--- src/hw/rtl/c8_pkg.sv ---
// Shared constants, codes, request structs and the font table of the CHIP-8 core.
`default_nettype none
package c8_pkg;

  localparam int MEM_BYTES = 4096;
  localparam int MEM_AW = 12;
  localparam int STACK_DEPTH = 16;
  localparam int SP_W = $clog2(STACK_DEPTH);
  localparam int FB_ROWS = 32;
  localparam int FB_RW = 5;
  localparam int FB_COLS = 64;
  localparam int FB_CW = 6;
  localparam int FONT_BYTES = 80;
  localparam logic [MEM_AW-1:0] FONT_BASE = 12'd80;
  localparam logic [MEM_AW-1:0] PROGRAM_START = 12'h200;

  localparam int IN_W = 40;
  localparam int OUT_W = 88;

  // item kinds carried in in_tuser
  localparam logic [2:0] ITEM_EXEC = 3'd0;
  localparam logic [2:0] ITEM_TICK = 3'd1;
  localparam logic [2:0] ITEM_KEY  = 3'd2;
  localparam logic [2:0] ITEM_LOAD = 3'd3;
  localparam logic [2:0] ITEM_ROW  = 3'd4;

  // configuration register indexes
  localparam logic [1:0] CFG_SHIFT_IN_PLACE = 2'd0;
  localparam logic [1:0] CFG_JUMP_ADDS_VX   = 2'd1;
  localparam logic [1:0] CFG_KEEP_INDEX     = 2'd2;

  // top opcode nibble
  localparam logic [3:0] OPC_SYS  = 4'h0;
  localparam logic [3:0] OPC_JP   = 4'h1;
  localparam logic [3:0] OPC_CALL = 4'h2;
  localparam logic [3:0] OPC_SEB  = 4'h3;
  localparam logic [3:0] OPC_SNEB = 4'h4;
  localparam logic [3:0] OPC_SER  = 4'h5;
  localparam logic [3:0] OPC_LDB  = 4'h6;
  localparam logic [3:0] OPC_ADDB = 4'h7;
  localparam logic [3:0] OPC_ALU  = 4'h8;
  localparam logic [3:0] OPC_SNER = 4'h9;
  localparam logic [3:0] OPC_LDI  = 4'hA;
  localparam logic [3:0] OPC_JPV  = 4'hB;
  localparam logic [3:0] OPC_RND  = 4'hC;
  localparam logic [3:0] OPC_DRW  = 4'hD;
  localparam logic [3:0] OPC_KEY  = 4'hE;
  localparam logic [3:0] OPC_MISC = 4'hF;

  localparam logic [11:0] NNN_CLS = 12'h0E0;
  localparam logic [11:0] NNN_RET = 12'h0EE;

  localparam logic [3:0] ALU_MOV  = 4'h0;
  localparam logic [3:0] ALU_OR   = 4'h1;
  localparam logic [3:0] ALU_AND  = 4'h2;
  localparam logic [3:0] ALU_XOR  = 4'h3;
  localparam logic [3:0] ALU_ADD  = 4'h4;
  localparam logic [3:0] ALU_SUB  = 4'h5;
  localparam logic [3:0] ALU_SHR  = 4'h6;
  localparam logic [3:0] ALU_SUBN = 4'h7;
  localparam logic [3:0] ALU_SHL  = 4'hE;

  localparam logic [7:0] KEY_SKP  = 8'h9E;
  localparam logic [7:0] KEY_SKNP = 8'hA1;

  localparam logic [7:0] FX_GET_DT = 8'h07;
  localparam logic [7:0] FX_WAIT   = 8'h0A;
  localparam logic [7:0] FX_SET_DT = 8'h15;
  localparam logic [7:0] FX_SET_ST = 8'h18;
  localparam logic [7:0] FX_ADD_I  = 8'h1E;
  localparam logic [7:0] FX_FONT   = 8'h29;
  localparam logic [7:0] FX_BCD    = 8'h33;
  localparam logic [7:0] FX_STORE  = 8'h55;
  localparam logic [7:0] FX_LOAD   = 8'h65;

  typedef struct packed {
    logic              re;
    logic              we;
    logic [MEM_AW-1:0] addr;
    logic [7:0]        wdata;
  } mem_req_t;

  typedef struct packed {
    logic       re;
    logic       we;
    logic [3:0] addr;
    logic [7:0] wdata;
  } reg_req_t;

  typedef struct packed {
    logic               re;
    logic               we;
    logic               clr;
    logic [FB_RW-1:0]   addr;
    logic [FB_COLS-1:0] wdata;
  } fb_req_t;

  localparam logic [7:0] GLYPHS [FONT_BYTES] = '{
    8'hF0, 8'h90, 8'h90, 8'h90, 8'hF0, 8'h20, 8'h60, 8'h20, 8'h20, 8'h70,
    8'hF0, 8'h10, 8'hF0, 8'h80, 8'hF0, 8'hF0, 8'h10, 8'hF0, 8'h10, 8'hF0,
    8'h90, 8'h90, 8'hF0, 8'h10, 8'h10, 8'hF0, 8'h80, 8'hF0, 8'h10, 8'hF0,
    8'hF0, 8'h80, 8'hF0, 8'h90, 8'hF0, 8'hF0, 8'h10, 8'h20, 8'h40, 8'h40,
    8'hF0, 8'h90, 8'hF0, 8'h90, 8'hF0, 8'hF0, 8'h90, 8'hF0, 8'h10, 8'hF0,
    8'hF0, 8'h90, 8'hF0, 8'h90, 8'h90, 8'hE0, 8'h90, 8'hE0, 8'h90, 8'hE0,
    8'hF0, 8'h80, 8'h80, 8'h80, 8'hF0, 8'hE0, 8'h90, 8'h90, 8'h90, 8'hE0,
    8'hF0, 8'h80, 8'hF0, 8'h80, 8'hF0, 8'hF0, 8'h80, 8'hF0, 8'h80, 8'h80
  };

  // reset content of one memory byte: font glyphs at the font base, zero elsewhere
  function automatic logic [7:0] font_init(input logic [MEM_AW-1:0] a);
    logic [MEM_AW-1:0] off;
    off = a - FONT_BASE;
    if (a >= FONT_BASE && off < MEM_AW'(FONT_BYTES)) return GLYPHS[off[6:0]];
    return 8'h00;
  endfunction

endpackage
`default_nettype wire

--- src/hw/rtl/c8_fb.sv ---
// Framebuffer rows; a row bit marks written rows so a clear only drops the row bits.
`default_nettype none
module c8_fb (
  input  wire logic                        clk,
  input  wire logic                        rst_n,
  input  wire c8_pkg::fb_req_t             req,
  output logic [c8_pkg::FB_COLS-1:0]       rdata
);

  logic [c8_pkg::FB_COLS-1:0] mem [c8_pkg::FB_ROWS];
  logic [c8_pkg::FB_ROWS-1:0] valid_r;
  logic [c8_pkg::FB_COLS-1:0] q_r;
  logic                       qv_r;

  always_ff @(posedge clk) begin
    if (!rst_n) begin
      valid_r <= '0;
    end else if (req.clr) begin
      valid_r <= '0;
    end else if (req.we) begin
      valid_r[req.addr] <= 1'b1;
    end
  end

  always_ff @(posedge clk) begin
    if (req.we) mem[req.addr] <= req.wdata;
    if (req.re) begin
      q_r  <= mem[req.addr];
      qv_r <= valid_r[req.addr];
    end
  end

  assign rdata = qv_r ? q_r : '0;

endmodule
`default_nettype wire

--- config.mk ---
export PLATFORM = sky130hd
export DESIGN_NAME = c8_fb
export DESIGN_NICKNAME = d
export VERILOG_FILES = /design/src/hw/rtl/c8_pkg.sv /design/src/hw/rtl/c8_fb.sv
export SDC_FILE = /design/constraint.sdc
export NUM_CORES = 2
export LEC_CHECK = 0
export BUFFER_PORTS_ARGS = -buffer_cell sky130_fd_sc_hd__buf_2
export CAP_MARGIN = 20
export CELL_PAD_IN_SITES_DETAIL_PLACEMENT = 0
export CELL_PAD_IN_SITES_GLOBAL_PLACEMENT = 1
export CORE_MARGIN = 3
export CORE_UTILIZATION = 55
export CTS_CLUSTER_SIZE = 14
export DETAILED_ROUTE_END_ITERATION = 10
export PLACE_DENSITY_LB_ADDON = 0.1
export REMOVE_ABC_BUFFERS = 1
export SYNTH_ARGS = -nofsm -noshare
export SYNTH_HDL_FRONTEND = slang
export SYNTH_SLANG_ARGS = --single-unit
--- constraint.sdc ---
create_clock -name clk -period 8.8 [get_ports clk]
set_input_delay 1.76 -clock clk [delete_from_list [all_inputs] [get_ports clk]]
set_output_delay 1.76 -clock clk [all_outputs]
set_load 0.01 [all_outputs]
# Word-level counts from Yosys, hierarchy flattened
# Memory sizes are Yosys's and may differ from the RTL's. A register that Yosys moved wholly into a read port is not among the register bits.
# Index checks and enable logic that the tools add are counted.
dict set report word_totals {
  in_bits 74
  mem_bits_rw 2048
  elab_cells 16
  n_memories 1
  regBits 33
}
dict set report op_classes {
  n_mux 7
  order_cmp 2
  reduce_logical 2
  n_bitwise 2
}
# name words width rd rd_clocked_by_memory_dff write_ports line_no
set memory_table {}
lappend memory_table {mem 32 64 1 1 1 c8_fb.sv:10} ;# logic [c8_pkg::FB_COLS-1:0] mem [c8_pkg::FB_ROWS];
# op n
set op_table {}
lappend op_table {{two-way mux 64 bit} 1}
lappend op_table {{OR 32 bit} 1}
lappend op_table {{< comparator 5 x 6 -> 1 bit (second input constant)} 1}
lappend op_table {{binary-select mux 1 bit (select 5 bit)} 1}
lappend op_table {{demux 1 bit (select 5 bit)} 1}
lappend op_table {{>= comparator 5 x 1 -> 1 bit (second input constant)} 1}
lappend op_table {{two-way mux 1 bit} 4}
lappend op_table {{OR reduction 2 bit} 1}
lappend op_table {{logical AND 1 bit} 1}
lappend op_table {{inverter 1 bit} 1}

# Longest topological paths before layout
dict set report logic_depth {
  word_depth 5
  ltp_mapped 8
  mapped_depth_nobuf 4
}

# Worst setup path after synthesis
# Ideal clock, no wire load.
dict set report synth_timing {
  path_kind {in2reg}
  start {input port req[64] (netlist bit)}
  end {memory mem[24][0] (netlist bit), enable pin}
  t_required_ns 8.233
  slack_ns 1.254
  arrival_time_ns 6.979
  setup_ns 0.567
  stages 4
  path_cell_list {clkbuf_1 -> or3b_2 -> clkbuf_1 -> nor3_1}
}
# element line_no
set synth_rtl {}
lappend synth_rtl {{from (decl)} c8_fb.sv:6} ;# input wire c8_pkg::fb_req_t req,
lappend synth_rtl {{to (decl)} c8_fb.sv:10}
# Straight into the memory's write port.

==> impl_metrics.py <==
metrics = {
    "outcome": {
        "status": "complete, no violations",
    },
    "sta": {
        "finClkSkew_ns": 0.01774,
        "fin_ws_ns": 4.148,
        "period_minus_slack_ns": 4.652,
        "worstMarginPinSlew_ns": 1.240,
        "rsz0062_at_grt": "false",
        "hold_ws_ns": 0.4677,
        "slew_headroom_pct": 17.36,
        "finalHoldViolCount": 0,
        "fin_crit_sh_pct": 52.87,
        "drv_slew": 0,
        "fin_setup_tns_ns": 0,
        "finalSetupViolCount": 0,
        "fmax_mhz": 215.0,
    },
    "synthesis": {
        "synthCells": 4306,
        "yosys_register_bits": 2145,
        "avgSynthCellArea_um2": 18.83,
        "ys_warn_count": 0,
        "ys.flop_type": "edfxtp_1",
        "synth_edf_count": 2113,
        "syn_area_um2": 81100,
        "post_synth_num_cell_types": 26,
        "synth-seq-area-share_pct": 79.03,
        "async_flop_share_pct": 0,
    },
    "grt": {
        "grt_max_degree": 143,
        "grt_use_met2_pct": 43.60,
        "use_met1_pct": 39.57,
        "grt_pass1_vias": 40548,
        "grt_use_total_pct": 27.58,
        "grt_pass1_wl_mm": 296.4,
        "globalRoute.busiestLayer": "met2",
        "use_met3_pct": 5.684,
        "antenna_found_initial": 13,
        "overflow": 0,
    },
    "floorplan": {
        "rows": 140,
        "io-pin-count": 138,
        "chipHeight_um": 390.0,
        "start_util_pct": 55.51,
        "core-area_um2": 146100,
        "fp.dieW_um": 390.0,
        "die_area_um2": 152100,
    },
    "setup_path": {
        "cp_slowest_stage_delay_ns": 0.91,
        "worst_ep_required_time_ns": 9.35,
        "endpoint_kind": "register",
        "slowest_stage": "buf_4",
        "cp_cell_sequence": "buf_12, buf_4, buf_4, mux2i_1, o22ai_1, nor4_1, nand2_1",
        "critPathTopFamily": "buffers and inverters",
        "path_class": "input pin to register",
        "crit_path_start_kind": "input pin",
        "path_buf_inv": 3,
        "cp.arrival_ns": 5.20,
        "crit_top_cell": "buf_4",
        "crit_path_max_fanout": 82,
    },
    "cells_and_area": {
        "fin_area_um2": 90970,
        "layout_common_cells": "edfxtp_1 (2113), mux2i_1 (1040), o22ai_1 (520)",
        "final_common_cell": "edfxtp_1",
        "fin_util_pct": 62.27,
        "final_net_count": 4574,
        "drive_gt1_share_pct": 12.05,
        "final-instance-count-excl-fill": 6596,
        "area_growth_pct": 12.18,
    },
    "clock_tree": {
        "clockBufferDepth": 3,
        "path_clk_slew_ns": 0.06,
        "clock_sinks": 2145,
        "ctsResizeCount": 0,
        "cts_tree": "yes",
        "cts_made_buffers": 209,
        "cts_root_buf": "clkbuf_16",
        "hold_buffers": 0,
        "clock_latency_ns": 0.81,
        "postCtsSetupRepairBufs": 0,
        "htreeDepth": 4,
    },
    "placement": {
        "routabilityCongestion": 0.7490,
        "dp.cells": 6206,
        "post_dp_cell_area_um2": 84230,
        "pre_cts_ws_ns": 3.412,
        "port_buffers": 137,
        "dp_hpwl_mm": 99.20,
    },
    "routing": {
        "dr.pass1.iters": 5,
        "first_iter_violations": 4429,
        "wl_per_cell_um": 31.88,
        "route.vias.total": 41926,
        "viasPerCell": 6.356,
        "drcViolationCount": 0,
        "drt_wl_total_mm": 210.3,
        "ant_nets": 0,
    },
    "pwr": {
        "swShare_pct": 20.34,
        "powerDensity_nw_per_um2": 231.3,
        "power_mw": 21.04,
        "clkPwrFrac_pct": 41.6,
        "ir_drop_mv": 0.1656,
        "switching_power_mw": 4.279,
        "seqPwrFrac_pct": 54.3,
        "power_frac_comb_pct": 4.0,
        "cellLeakagePower_nw": 31.55,
        "intPower_mw": 16.76,
    },
    "job": {
        "cap_violations": 0,
    },
    "hold_path": {
        "min_path_type": "register to register",
    },
}
==> metal layers <==
layer	vias to the layer above	share of wire, %	wire length [um]
met5	-	0.012	26
met4	4	2.4	4976
li1	17958	-	-
met2	1716	48	100100
met1	21897	42	87720
met3	351	8.3	17450
==> cells by family (layout without fill, tap and decap cells) <==
kind of cell,count (synthesis),after routing,synth area share [%]
simple gates,321,321,2.283
flops,2145,2145,79.03
buf+inv,248,615,1.541
mux,1040,1040,12.84
other cells,0,6,0
compound gates,552,552,4.308
==> power by group through the flow <==
stage	registers [mW]	logic (mW)	clock network (mW)
after floorplan	11.6	0.361	0
after global placement	11.6	0.839	0
after detailed placement	11.6	0.849	0
after CTS	11.4	0.851	8.89
after global routing	11.4	0.910	9.31
final	11.4	0.851	8.76
==> layout make-up <==
class                   count  area (um^2)
flip-flops and latches   2145        64090
fillers                 10422        55120
diodes                      6        15.01
clock inverters           117         1010
well taps                1917         2399
multi-input cells        1913        16090
clock buffers             267         5712
repair buffers            231         1659
==> final timing paths <==
kind                         endpoint  slack [ns]                startpoint  cells after the start
max                 q_r[57]$_DFFE_PP_        4.15                   req[65]                      7
min          valid_r[12]$_SDFFE_PP0P_        0.47  valid_r[12]$_SDFFE_PP0P_                      1
max reg2reg         q_r[36]$_DFFE_PP_        7.04     mem[15][36]$_DFFE_PP_                      4
min reg2reg  valid_r[12]$_SDFFE_PP0P_        0.47  valid_r[12]$_SDFFE_PP0P_                      1
==> sequential cells by signal (all words and copies together) (netlist names) <==
register / cells
mem: 2048
qv_r: 1
valid_r: 32
q_r: 64
==> worst reg2reg max path: stages, from the launching register on <==
cell and delay [ns]:
edfxtp_1 0.37, mux2i_1 0.14, o22ai_1 0.11, nor4_1 0.69, nand2_1 0.16
==> Yosys cell counts, types with 6 or more instances <==
| library cell | number | area (um^2) |
|---|---|---|
| nor4_1 | 130 | 813.3 |
| nand4bb_1 | 6 | 67.56 |
| dfxtp_1 | 32 | 640.6 |
| buf_6 | 12 | 135.1 |
| mux2i_1 | 1040 | 10410 |
| buf_1 | 6 | 22.52 |
| buf_4 | 12 | 90.09 |
| buf_2 | 147 | 735.7 |
| clkbuf_1 | 71 | 266.5 |
| o21a_1 | 32 | 240.2 |
| nand2_1 | 67 | 251.5 |
| nor2_1 | 29 | 108.9 |
| and2_1 | 64 | 400.4 |
| o22ai_1 | 520 | 3253 |
| edfxtp_1 | 2113 | 63450 |
Note: power is estimated with default switching activity, not from simulation.
