$ cat src/hw/rtl/c8_pkg.sv
// Shared constants, codes, request structs and the font table of the CHIP-8 core.
`default_nettype none
package c8_pkg;

  localparam int MEM_BYTES = 4096;
  localparam int MEM_AW = 12;
  localparam int STACK_DEPTH = 16;
  localparam int SP_W = $clog2(STACK_DEPTH);
  localparam int FB_ROWS = 32;
  localparam int FB_RW = 5;
  localparam int FB_COLS = 64;
  localparam int FB_CW = 6;
  localparam int FONT_BYTES = 80;
  localparam logic [MEM_AW-1:0] FONT_BASE = 12'd80;
  localparam logic [MEM_AW-1:0] PROGRAM_START = 12'h200;

  localparam int IN_W = 40;
  localparam int OUT_W = 88;

  // item kinds carried in in_tuser
  localparam logic [2:0] ITEM_EXEC = 3'd0;
  localparam logic [2:0] ITEM_TICK = 3'd1;
  localparam logic [2:0] ITEM_KEY  = 3'd2;
  localparam logic [2:0] ITEM_LOAD = 3'd3;
  localparam logic [2:0] ITEM_ROW  = 3'd4;

  // configuration register indexes
  localparam logic [1:0] CFG_SHIFT_IN_PLACE = 2'd0;
  localparam logic [1:0] CFG_JUMP_ADDS_VX   = 2'd1;
  localparam logic [1:0] CFG_KEEP_INDEX     = 2'd2;

  // top opcode nibble
  localparam logic [3:0] OPC_SYS  = 4'h0;
  localparam logic [3:0] OPC_JP   = 4'h1;
  localparam logic [3:0] OPC_CALL = 4'h2;
  localparam logic [3:0] OPC_SEB  = 4'h3;
  localparam logic [3:0] OPC_SNEB = 4'h4;
  localparam logic [3:0] OPC_SER  = 4'h5;
  localparam logic [3:0] OPC_LDB  = 4'h6;
  localparam logic [3:0] OPC_ADDB = 4'h7;
  localparam logic [3:0] OPC_ALU  = 4'h8;
  localparam logic [3:0] OPC_SNER = 4'h9;
  localparam logic [3:0] OPC_LDI  = 4'hA;
  localparam logic [3:0] OPC_JPV  = 4'hB;
  localparam logic [3:0] OPC_RND  = 4'hC;
  localparam logic [3:0] OPC_DRW  = 4'hD;
  localparam logic [3:0] OPC_KEY  = 4'hE;
  localparam logic [3:0] OPC_MISC = 4'hF;

  localparam logic [11:0] NNN_CLS = 12'h0E0;
  localparam logic [11:0] NNN_RET = 12'h0EE;

  localparam logic [3:0] ALU_MOV  = 4'h0;
  localparam logic [3:0] ALU_OR   = 4'h1;
  localparam logic [3:0] ALU_AND  = 4'h2;
  localparam logic [3:0] ALU_XOR  = 4'h3;
  localparam logic [3:0] ALU_ADD  = 4'h4;
  localparam logic [3:0] ALU_SUB  = 4'h5;
  localparam logic [3:0] ALU_SHR  = 4'h6;
  localparam logic [3:0] ALU_SUBN = 4'h7;
  localparam logic [3:0] ALU_SHL  = 4'hE;

  localparam logic [7:0] KEY_SKP  = 8'h9E;
  localparam logic [7:0] KEY_SKNP = 8'hA1;

  localparam logic [7:0] FX_GET_DT = 8'h07;
  localparam logic [7:0] FX_WAIT   = 8'h0A;
  localparam logic [7:0] FX_SET_DT = 8'h15;
  localparam logic [7:0] FX_SET_ST = 8'h18;
  localparam logic [7:0] FX_ADD_I  = 8'h1E;
  localparam logic [7:0] FX_FONT   = 8'h29;
  localparam logic [7:0] FX_BCD    = 8'h33;
  localparam logic [7:0] FX_STORE  = 8'h55;
  localparam logic [7:0] FX_LOAD   = 8'h65;

  typedef struct packed {
    logic              re;
    logic              we;
    logic [MEM_AW-1:0] addr;
    logic [7:0]        wdata;
  } mem_req_t;

  typedef struct packed {
    logic       re;
    logic       we;
    logic [3:0] addr;
    logic [7:0] wdata;
  } reg_req_t;

  typedef struct packed {
    logic               re;
    logic               we;
    logic               clr;
    logic [FB_RW-1:0]   addr;
    logic [FB_COLS-1:0] wdata;
  } fb_req_t;

  localparam logic [7:0] GLYPHS [FONT_BYTES] = '{
    8'hF0, 8'h90, 8'h90, 8'h90, 8'hF0, 8'h20, 8'h60, 8'h20, 8'h20, 8'h70,
    8'hF0, 8'h10, 8'hF0, 8'h80, 8'hF0, 8'hF0, 8'h10, 8'hF0, 8'h10, 8'hF0,
    8'h90, 8'h90, 8'hF0, 8'h10, 8'h10, 8'hF0, 8'h80, 8'hF0, 8'h10, 8'hF0,
    8'hF0, 8'h80, 8'hF0, 8'h90, 8'hF0, 8'hF0, 8'h10, 8'h20, 8'h40, 8'h40,
    8'hF0, 8'h90, 8'hF0, 8'h90, 8'hF0, 8'hF0, 8'h90, 8'hF0, 8'h10, 8'hF0,
    8'hF0, 8'h90, 8'hF0, 8'h90, 8'h90, 8'hE0, 8'h90, 8'hE0, 8'h90, 8'hE0,
    8'hF0, 8'h80, 8'h80, 8'h80, 8'hF0, 8'hE0, 8'h90, 8'h90, 8'h90, 8'hE0,
    8'hF0, 8'h80, 8'hF0, 8'h80, 8'hF0, 8'hF0, 8'h80, 8'hF0, 8'h80, 8'h80
  };

  // reset content of one memory byte: font glyphs at the font base, zero elsewhere
  function automatic logic [7:0] font_init(input logic [MEM_AW-1:0] a);
    logic [MEM_AW-1:0] off;
    off = a - FONT_BASE;
    if (a >= FONT_BASE && off < MEM_AW'(FONT_BYTES)) return GLYPHS[off[6:0]];
    return 8'h00;
  endfunction

endpackage
`default_nettype wire

$ cat src/hw/rtl/c8_regs.sv
// Register file V0..VF: one port with read and write enables on a shared address, unwritten entries read zero.
`default_nettype none
module c8_regs (
  input  wire logic             clk,
  input  wire logic             rst_n,
  input  wire c8_pkg::reg_req_t req,
  output logic [7:0]            rdata
);

  logic [7:0]  mem [16];
  logic [15:0] valid_r;
  logic [7:0]  q_r;
  logic        qv_r;

  always_ff @(posedge clk) begin
    if (!rst_n) begin
      valid_r <= '0;
    end else if (req.we) begin
      valid_r[req.addr] <= 1'b1;
    end
  end

  always_ff @(posedge clk) begin
    if (req.we) mem[req.addr] <= req.wdata;
    if (req.re) begin
      q_r  <= mem[req.addr];
      qv_r <= valid_r[req.addr];
    end
  end

  assign rdata = qv_r ? q_r : 8'h00;

endmodule
`default_nettype wire

$ cat config.mk
export PLATFORM = sky130hd
export DESIGN_NAME = c8_regs
export DESIGN_NICKNAME = d
export VERILOG_FILES = /design/src/hw/rtl/c8_pkg.sv /design/src/hw/rtl/c8_regs.sv
export SDC_FILE = /design/constraint.sdc
export NUM_CORES = 1
export LEC_CHECK = 0
export ABC_AREA = 1
export BUFFER_PORTS_ARGS = -buffer_cell sky130_fd_sc_hd__buf_2
export CAP_MARGIN = 20
export CORE_UTILIZATION = 64
export CTS_BUF_LIST = sky130_fd_sc_hd__clkbuf_8
export DETAILED_ROUTE_END_ITERATION = 6
export GPL_TIMING_DRIVEN = 0
export PLACE_DENSITY = 0.9
export SLEW_MARGIN = 25
export SYNTH_ARGS = -nofsm -noshare
export SYNTH_HDL_FRONTEND = slang
export SYNTH_SLANG_ARGS = --single-unit
export TNS_END_PERCENT = 10
$ cat constraint.sdc
create_clock -name clk -period 1.8 [get_ports clk]
set_input_delay 0.18 -clock clk [delete_from_list [all_inputs] [get_ports clk]]
set_output_delay 0.18 -clock clk [all_outputs]
set_load 0.05 [all_outputs]
# Word level (Yosys, flattened, before mapping)
# Memory sizes are Yosys's and may differ from the RTL's. A register that Yosys moved wholly into a read port is not among the register bits.
# Cells that the tools add are included.
# classes
order_cmp	2
muxes	7
n_bitwise	1
reduce_logical	1
# op_table
operator	n
$or 16x16->16	1
$mux 8	1
$lt 4x5->1 const B	1
$bmux 1 s4	1
$demux 1 s4	1
$ge 4x1->1 const B	1
$mux 1	4
$logic_and 1x1->1	1
# word_totals
reg_bits	17
ramBits	128
inputBits	16
out_inout_bits	8
mem_count	1
# mem_list
name	depth	width	rd	rd_clocked_by_memory_dff	write_ports	line	source
mem	16	8	1	1	1	c8_regs.sv:10	logic [7:0] mem [16];

# Logic depth before layout (Yosys ltp)
# Gate-level depths: netlist of the first run.
# depth
ltp_word	5
mapped_depth	11

# Least setup slack after synthesis of the first run
# No wires, ideal clock.
# synth_timing
path_type	input -> register
start	input port req[8] (netlist name)
end	memory mem[6][0], enable pin
arrival_time_ps	1026
t_required_ps	1426
path_slack_ps	400
stages	4
n_path_buf	1
path_cell_list	buf_2 > nor3_2 > inv_1 > nor2_1
# synth_lines
item	line	source
from (decl)	c8_regs.sv:6	input wire c8_pkg::reg_req_t req,
to (decl)	c8_regs.sv:10	
# Straight into the memory's write port.

# Final worst setup path of the first run
# layout_timing
start	register qv_r
end	output port rdata[1]
# layout_between
elab_chain_len	1
# layout_rtl
item	line	source
from (decl)	c8_regs.sv:13	logic qv_r;
from (signal assigned)	c8_regs.sv:27	qv_r <= valid_r[req.addr];
$mux 8	c8_regs.sv:31	assign rdata = qv_r ? q_r : 8'h00;
to (decl)	c8_regs.sv:7	output logic [7:0] rdata
# Every way passes these cells.

==> results of run 1 <==
## synthesized netlist by cell type
cell type / number / share of area [%]
nand2_1: 405 / 23
edfxtp_1: 137 / 63
inv_1: 43 / 2.5
nor2_1: 34 / 2.0
dfxtp_1: 16 / 4.9
buf_2: 15 / 1.2
buf_4: 7 / 0.81
clkbuf_1: 5 / 0.29
nor2_2: 4 / 0.39
nor3_2: 3 / 0.46
inv_2: 2 / 0.12
o21a_1: 2 / 0.23
buf_1: 1 / 0.058
buf_6: 1 / 0.17
clkinv_1: 1 / 0.058
nor3_1: 1 / 0.077
## cell families after synthesis
logic type             after synthesis
AOI/OAI and AO/OA                    2
buffers and inverters               75
DFF                                153
and+or+nand+nor                    447
## power by group
part | total (mW) | switching (mW) | internal (mW)
Sequential | 3.97 | 0.0239 | 3.95
Clock | 2.67 | 1.30 | 1.37
Combinational | 0.521 | 0.385 | 0.137
Total | 7.17 | 1.71 | 5.46
## metal layers
metal / wire length, um / part of all wire [%]
met4: 418 / 3.0
met1: 5677 / 41
met5: 0 / 0
met2: 6934 / 50
met3: 964 / 6.9
## final cells by class
| cell class | count | area share [%] |
|---|---|---|
| Clock inverter | 15 | 2.488 |
| Inverter | 46 | 2.401 |
| Multi-Input combinational cell | 449 | 23.96 |
| Tap cell | 133 | 2.314 |
| Clock buffer | 17 | 3.253 |
| Timing Repair Buffer | 24 | 1.740 |
| Sequential cell | 153 | 61.66 |
| Buffer | 28 | 2.192 |
## timing repair
| item | in CTS | in global routing |
|---|---|---|
| setup endpoints to repair | 0 | 1 |
| hold buffers | 1 | 0 |
| hold endpoints to repair | 2 | 0 |
## metrics by stage
stage | TNS (ns) | util [%] | hold WS (ns) | cells | setup slack [ns]
detailed placement | -1.471 | 68.97 | 0.4292 | 833 | -0.08469
floorplan | 0 | - | 0.2789 | 677 | 0.4000
finish | 0 | 73.24 | 0.07236 | 865 | 0.3076
CTS | 0 | 73.28 | 0.05396 | 866 | 0.1636
global route | 0 | 73.24 | 0.06221 | 865 | 0.1416
global placement | -0.6925 | 68.97 | 0.4259 | 833 | -0.05739
## worst max-delay path: cells and delay by family (launching register included)
family                 cells  cell delay [ns]
buffers and inverters      2             0.30
DFF                        1             0.47
and+or+nand+nor            1             0.08
## worst max path at each step
stage | to | cells after the start | slack [ns]
finish | rdata[1] | 3 | 0.31
detailed placement | mem[9][1] | 5 | -0.08
floorplan | mem[6][0] | 4 | 0.40
global route | rdata[5] | 3 | 0.14
CTS | rdata[1] | 4 | 0.16
global placement | mem[9][1] | 5 | -0.06
## sequential cells by signal, summed over array words and instances (netlist names)
register  flops
q_r           8
mem         128
valid_r      16
qv_r          1
==> results.md, run 1 <==
* Outcome: finished, final reports clean
* Clock skew at 0.009590 ns
* Total design power at 7.170 mW
* Max Fclk at about 670 MHz
* Commonest cells after routing, fill and taps aside: 405 x nand2_1, 137 x edfxtp_1, 44 x inv_1, 38 x buf_2, 34 x nor2_1
* Core area at 9819 um^2
* Peak supply drop at 0.6706 mV
* WL per Instance at 16.18 um
* CP Launch Type: flop
* Leak Pwr at 3.250 nW
* First-pass GRT wire length at 22000 um
* Gpl congestion at 0.9493
* Crit Path Class: reg -> out
* Most common cell after layout, fill and taps aside: nand2_1
* Complex-gate fraction of the synthesized area at 0.2313%
* H-Tree Level Count at 4
* Overflow after GRT at 0
* Synthesized flop and latch total at 153
* DRT Pass-1 Iters at 5
* DRC at 0
* Dpl cell area at 6773 um^2
* Worst relative slew slack at between 40% and 50%
* Final #Nets at 735
* Global Route met1 Usage at 36.29%
* Reg2Reg Depth at 8
* Mux contribution to synthesized area at 0%
* Worst Hold Depth at 1
* Clk Latency, worst-skew pair at around 0.45 ns
* RSZ-0062 raised after global routing: false
* Routing usage on met3 at 7.458%
* RR Startpoint: mem[6][4]
* Multi-input gate area at 1723 um^2
* Worst Path Required at 1.62 ns
* Final Cell Area at 7192 um^2
* Largest net degree at the start of global routing at 17
* Vias per inst at 5.220
* Layout cell share with drive strength beyond 1 at between 10 and 15%
* Yosys warns at 0
* Period minus WS final at approximately 1.5 ns
* Synth Area in Simple Gates at 26.31%
* Total number of vias at 4515
* Die X at 102.7 um
* TritonCTS buffer count at 17
* Row Count at 36
* ANT cells at 0
* Met2 track demand over resource at 49.23%
* Slew Viols, Final at 0
* Post-synthesis cell area at 6491 um^2
* Initial Util at 66.11%
* IO Port Bufs at 23
* CTS Root Cell: clkbuf_8
* Die area at 10550 um^2
* DRT antenna net count at 0
* Cells after synthesis at 677
* Postcts setup bufs at 0
* Start point of the critical path: qv_r
* Part of the cycle the worst path needs at between 80 and 90%
* Crit-path max FO at 8
* Post-DP HPWL at 9360 um
* XOR/XNOR share of the synthesized area at 0%
* GRT Overall Usage at between 20 and 30%
* Max-Cap Viols at 0
* Layout area overhead at 10.79%
* Final WL at 13990 um
* Cell variety after synth at 16
* Final hold vios at 0
* Vias in the first global route at approximately 4500
* Hold Path Origin: req[13]
* Worst-path clk slew at 0.09 ns
* Largest family of logic cells by synthesized area: simple AND/OR/NAND/NOR gates
* Crit. End Element: output pin
* Reg2reg setup slack at around 0.58 ns
* Initial antenna violation count at 0
* DR iter-0 viols at 399
* Top Usage Layer GRT: met2
* Sequential area share after synthesis at 68.31%
* # IOs at 24
* CTS Buffer Depth at 2
* FF/Latch Area at between 4000 and 5000 um^2
* Adder-cell share of the synthesized area at 0%
* Post-CTS Resized at 0
* CTS sink cnt at between 150 and 200
* Power density over cell area at 996.9 nW/um^2
* CTS tree: done
* Avg Cell Area, Syn at approximately 9.6 um^2
* Worst slew pin tran at 0.8329 ns
* Die height at 102.7 um
* Slowest cell delay on critical path at around 0.47 ns
* Reg-to-Reg End: q_r[4]
* Total nets after synthesis at 693
* Hold WC Path Type: in -> reg
* Worst EP arrival at approximately 1.3 ns
* Filler Cell Count at approximately 700
* Worst Hold Path EP: q_r[0]
* Critical path's slowest cell: edfxtp_1
* CP cell instances: nand2_1, inv_1, buf_2
* Setup violations, final at 0
(Power assumes the default switching activity.)
==> run 2, diff against run 1 <==
Clock period 1.8 ns to 1.4 ns, I/O delays scaled along.
==> results.md, run 2 (synthesis gave the netlist of run 1 again) <==
* Failing checks: negative setup slack
* Setup violations, final at 12
* Fin Setup TNS at -0.2467 ns
* Post-DP HPWL at 9360 um
* Peak supply drop at 0.8578 mV
* GRT Overall Usage at 29.72%
* Hold slack at 0.03165 ns
* Filler Cell Count at roughly 700
* CTS Root Cell: clkbuf_8
* CTS Buffer Depth at 2
* Worst Path Required at 1.48 ns
* Hold Path Origin: req[13]
* FF/Latch Area at 4434 um^2
* CTS sink cnt at approximately 150
* Multi-input gate area at between 1500 and 2000 um^2
* Hold WC Path Type: in -> reg
* Internal cell power at between 7 and 8 mW
* Overflow after GRT at 0
* Max Fclk at 699.4 MHz
* Comb pwr share at 7.5%
* Period minus WS final at 1.430 ns
* Reg-to-Reg End: q_r[3]
* Row Count at 36
* Gpl congestion at 0.9493
* Vias per inst at 5.257
* Total number of vias at between 4000 and 5000
* Largest net degree at the start of global routing at 17
* First-pass GRT wire length at 22060 um
* IO Port Bufs at 23
* Worst EP arrival at 1.51 ns
* DRT Pass-1 Iters at 5
* Initial antenna violation count at 0
* Worst slew pin tran at 0.8636 ns
* Worst Hold Depth at 1
* Worst Hold Path EP: q_r[0]
* TritonCTS buffer count at 17
* Final WL at 14050 um
* Initial Util at 66.11%
* Reg2Reg Depth at 8
* RR Startpoint: mem[7][3]
* Leak Pwr at ~3.3 nW
* Reg power frac at 55.4%
* Max reg flops at 128
* Die height at 102.7 um
* Core area at approximately 9800 um^2
* H-Tree Level Count at 4
* Reg with most FFs: mem
* Min setup slack post-route at -0.02982 ns
* Outcome: finished, violations left
* Regs by FF count: mem: 128 flops, valid_r: 16 flops, q_r: 8 flops
* Worst relative slew slack at between 40% and 50%
* Die area at 10550 um^2
* Most common cell after layout, fill and taps aside: nand2_1
* # IOs at 24
* Max-Cap Viols at 0
* CP Launch Type: input port
* Layout cell share with drive strength beyond 1 at 12.30%
* Power density over cell area at between 1000 and 1500 nW/um^2
* Commonest cells after routing, fill and taps aside: 405 x nand2_1, 137 x edfxtp_1, 42 x inv_1, 32 x nor2_1, 30 x buf_2
* CTS tree: done
* Switch share at approximately a quarter
* Clk Latency, worst-skew pair at about 0.45 ns
* DR iter-0 viols at 412
* Crit. End Element: flop
* Final hold vios at 0
* ANT cells at 0
* Total design power at 9.230 mW
* RSZ-0062 raised after global routing: true
* Slew Viols, Final at 0
* WL per Instance at 16.24 um
* Vias in the first global route at around 4500
* Clock skew at between 0.008 and 0.009 ns
* Clock power share at 37.1%
* Postcts setup bufs at 0
* DRT antenna net count at 0
* Die X at 102.7 um
* Layout area overhead at 11.83%
* Crit-path max FO at 10
* Switching power total at roughly 2.2 mW
* Worst-path clk slew at around 0.090 ns
* Crit Path Class: in -> reg
* Part of the cycle the worst path needs at 102.1%
* Start point of the critical path: req[9]
* Reg2reg setup slack at 0.18 ns
* DRC at 0
* Final #Nets at 735
## run 2: worst max-delay path by stage
stage	endpoint	slack [ns]	cells after the start
floorplan	mem[6][0]	0.04	4
global placement	mem[9][1]	-0.42	5
detailed placement	mem[9][1]	-0.44	5
CTS	rdata[1]	-0.02	3
global route	rdata[0]	-0.10	3
finish	mem[9][2]	-0.03	5
## run 2: power groups by stage
stage,clock network [mW],registers [mW],logic [mW]
6_report,3.42,5.11,0.695
5_1_grt,3.60,5.12,0.770
4_1_cts,3.45,5.11,0.679
3_5_place_dp,0,5.21,0.660
3_3_place_gp,0,5.21,0.640
2_1_floorplan,0,5.21,0.418
## run 2: routing by layer
| metal | track usage [%] | routed length (um) | vias up |
|---|---|---|---|
| li1 | - | - | 2200 |
| met3 | 7.458 | 994 | 40 |
| met2 | 49.49 | 7003 | 187 |
| met4 | 14.84 | 459 | 0 |
| met5 | 0 | 0 | - |
| met1 | 36.29 | 5590 | 2120 |
## run 2: area by class of cell
type | instances | share of cell area, %
plain buffers | 28 | 2.172
clock buffers | 17 | 3.223
flip-flops and latches | 153 | 61.08
well taps | 133 | 2.292
clock inverters | 15 | 2.465
inverters | 46 | 2.378
multi-input cells | 449 | 23.87
repair buffers | 24 | 2.516
## run 2: worst max-delay path, stage by stage
cell    delay (ns)
buf_2         0.12
buf_2         0.19
nor3_2        0.27
inv_1         0.11
nor2_1        0.67
## run 2: what timing repair did
item | 4_1_cts | 5_1_grt
endpoints found under the setup margin | 8 | 74
hold endpoints to repair | 6 | 0
hold buffers | 1 | 0
pin swaps | 6 | 1
gates resized for setup | 15 | 8
## run 2: through the flow
step	instances	util, %	area (um^2)	setup WS, ns
final	865	73.93	7259	-0.02982
after floorplan	677	-	6491	0.04004
after global placement	833	68.97	6773	-0.4174
after global routing	865	73.93	7259	-0.1000
after detailed placement	833	68.97	6773	-0.4447
after CTS	865	73.71	7238	-0.02263
==> run 3, diff against run 2 <==
Settings changed: CORE_UTILIZATION 64 to 61, CTS_BUF_LIST sky130_fd_sc_hd__clkbuf_8 to sky130_fd_sc_hd__clkbuf_16, CTS_CLUSTER_SIZE from default to 30, PLACE_DENSITY 0.9 to 0.87, TNS_END_PERCENT 10 to 20.
==> results.md, run 3 (synthesis gave the netlist of run 1 again) <==
* Postcts setup bufs at 0
* Post-DP HPWL at just over 9000 um
* Final #Nets at 735
* Total number of vias at 4606
* Slowest cell delay on critical path at between 0.4 and 0.5 ns
* Worst Path Required at 1.26 ns
* Layout area overhead at 13.94%
* Clock power share at 43.6%
* Setup violations, final at 0
* Final WL at 14260 um
* Critical path's slowest cell: edfxtp_1
* DR iter-0 viols at 515
* CTS Buffer Depth at 2
* Die area at 11060 um^2
* Initial Util at between 60% and 70%
* Fin util at 71.64%
* Largest net degree at the start of global routing at 17
* WL per Instance at 16.45 um
* Peak supply drop at about 1.3 mV
* Comb pwr share at 6.6%
* CTS sink cnt at 153
* Worst-path clk slew at 0.06 ns
* DRT antenna net count at 0
* CTS Root Cell: clkbuf_16
* Crit-path max FO at 8
* Power density over cell area at 1391 nW/um^2
* Vias in the first global route at about 4500
* Reg with most FFs: mem
* GRT Overall Usage at 28.26%
* Most common cell after layout, fill and taps aside: nand2_1
* CP cell instances: nand2_1, inv_1, buf_4
* Total design power at just over 10 mW
* Switching power total at 2.251 mW
* DRT Pass-1 Iters at 5
* # IOs at 24
* CP Launch Type: flop
* Die height at 105.2 um
* Hold WC Path Type: in -> reg
* Regs by FF count: mem: 128 flops, valid_r: 16 flops, q_r: 8 flops
* TritonCTS buffer count at 17
* Crit. End Element: output pin
* Slew Viols, Final at 0
* ANT cells at 0
* Overflow after GRT at 0
* Switch share at 21.88%
* Worst slew pin tran at 0.5922 ns
* Row Count at 37
* Max reg flops at 128
* Crit Path Class: reg -> out
* RSZ-0062 raised after global routing: true
* Part of the cycle the worst path needs at 98.02%
* Commonest cells after routing, fill and taps aside: 405 x nand2_1, 137 x edfxtp_1, 44 x inv_1, 30 x buf_2, 30 x nor2_1
* Period minus WS final at 1.372 ns
* Clk Latency, worst-skew pair at 0.42 ns
* Clock skew at roughly 0.0058 ns
* Reg power frac at 49.8%
* H-Tree Level Count at 4
* Worst EP arrival at 1.23 ns
* Worst relative slew slack at approximately 60%
* First-pass GRT wire length at 22430 um
* IO Port Bufs at 23
* Max Fclk at about 730 MHz
* Final hold vios at 0
* CTS tree: done
* Initial antenna violation count at 0
* Leak Pwr at between 3 and 4 nW
* Die X at 105.2 um
* Max-Cap Viols at 0
* DRC at 0
* Outcome: finished, final reports clean
* Internal cell power at 8.038 mW
* Gpl congestion at 0.9380
* Core area at 10320 um^2
* Layout cell share with drive strength beyond 1 at 12.04%
* Vias per inst at 5.313
==> run 3: cell types whose count changed in the layout (fill, tap and decap cells not counted), moves of 3 or more <==
| cell | before | now |
|---|---|---|
| clkbuf_8 | 17 | 0 |
| clkinv_2 | 1 | 4 |
| clkinv_4 | 6 | 1 |
| buf_6 | 7 | 1 |
| buf_4 | 7 | 15 |
| clkbuf_16 | 0 | 17 |
==> run 3: path summary, 6_finish.rpt <==
check                   start          end  depth (start not counted)  slack, ns
setup reg to reg   mem[15][1]       q_r[1]                          8       0.22
hold reg to reg   valid_r[11]  valid_r[11]                          2       0.47
setup / recovery         qv_r     rdata[3]                          3       0.03
hold / removal        req[13]         qv_r                          1       0.06
==> run 3: worst max-delay path: cells and delay by family, from the launching register on <==
| kind | cells | cell delay [ns] |
|---|---|---|
| buffers and inverters | 2 | 0.22 |
| flip-flops | 1 | 0.49 |
| AND/OR/NAND/NOR | 1 | 0.10 |
==> run 3: power by group through the flow <==
stage	Clock (mW)	Sequential [mW]	Combinational, mW
2_1_floorplan	0	5.21	0.418
3_3_place_gp	0	5.21	0.635
3_5_place_dp	0	5.21	0.657
4_1_cts	4.48	5.12	0.672
5_1_grt	4.66	5.13	0.754
6_report	4.49	5.12	0.682
==> run 3: layout make-up <==
type / count / area [um^2]
fillers: 689 / 2928
clock buffers: 17 / 425.4
multi-input cells: 449 / 1733
inverters: 46 / 172.7
plain buffers: 28 / 157.7
well taps: 136 / 170.2
flip-flops and latches: 153 / 4434
repair buffers: 24 / 145.1
clock inverters: 14 / 157.7
==> run 3: per-layer routing <==
metal / GRT usage [%] / wire length, um / vias up
met4: 14.08 / 454 / 0
met1: 34.95 / 5612 / 2122
met2: 45.84 / 7005 / 237
li1: - / - / 2206
met3: 7.923 / 1186 / 41
met5: 0 / 0 / -
==> run 3: through the flow <==
step / TNS [ns] / area, um^2 / hold WS, ns / cells / setup WS, ns
after floorplan: 0 / 6491 / 0.2389 / 677 / 0.04004
after global placement: -29.96 / 6777 / 0.3773 / 836 / -0.4091
after detailed placement: -33.85 / 6777 / 0.3908 / 836 / -0.4468
after CTS: 0 / 7388 / 0.05773 / 867 / 0.01419
after global routing: -0.08550 / 7396 / 0.06671 / 867 / -0.01598
final: 0 / 7396 / 0.05611 / 867 / 0.02776
==> run 3: what timing repair did <==
item / 4_1_cts / 5_1_grt
endpoints found under the setup margin: 9 / 33
hold buffers: 1 / 0
resized for setup: 9 / 3
endpoints found under the hold margin: 2 / 0
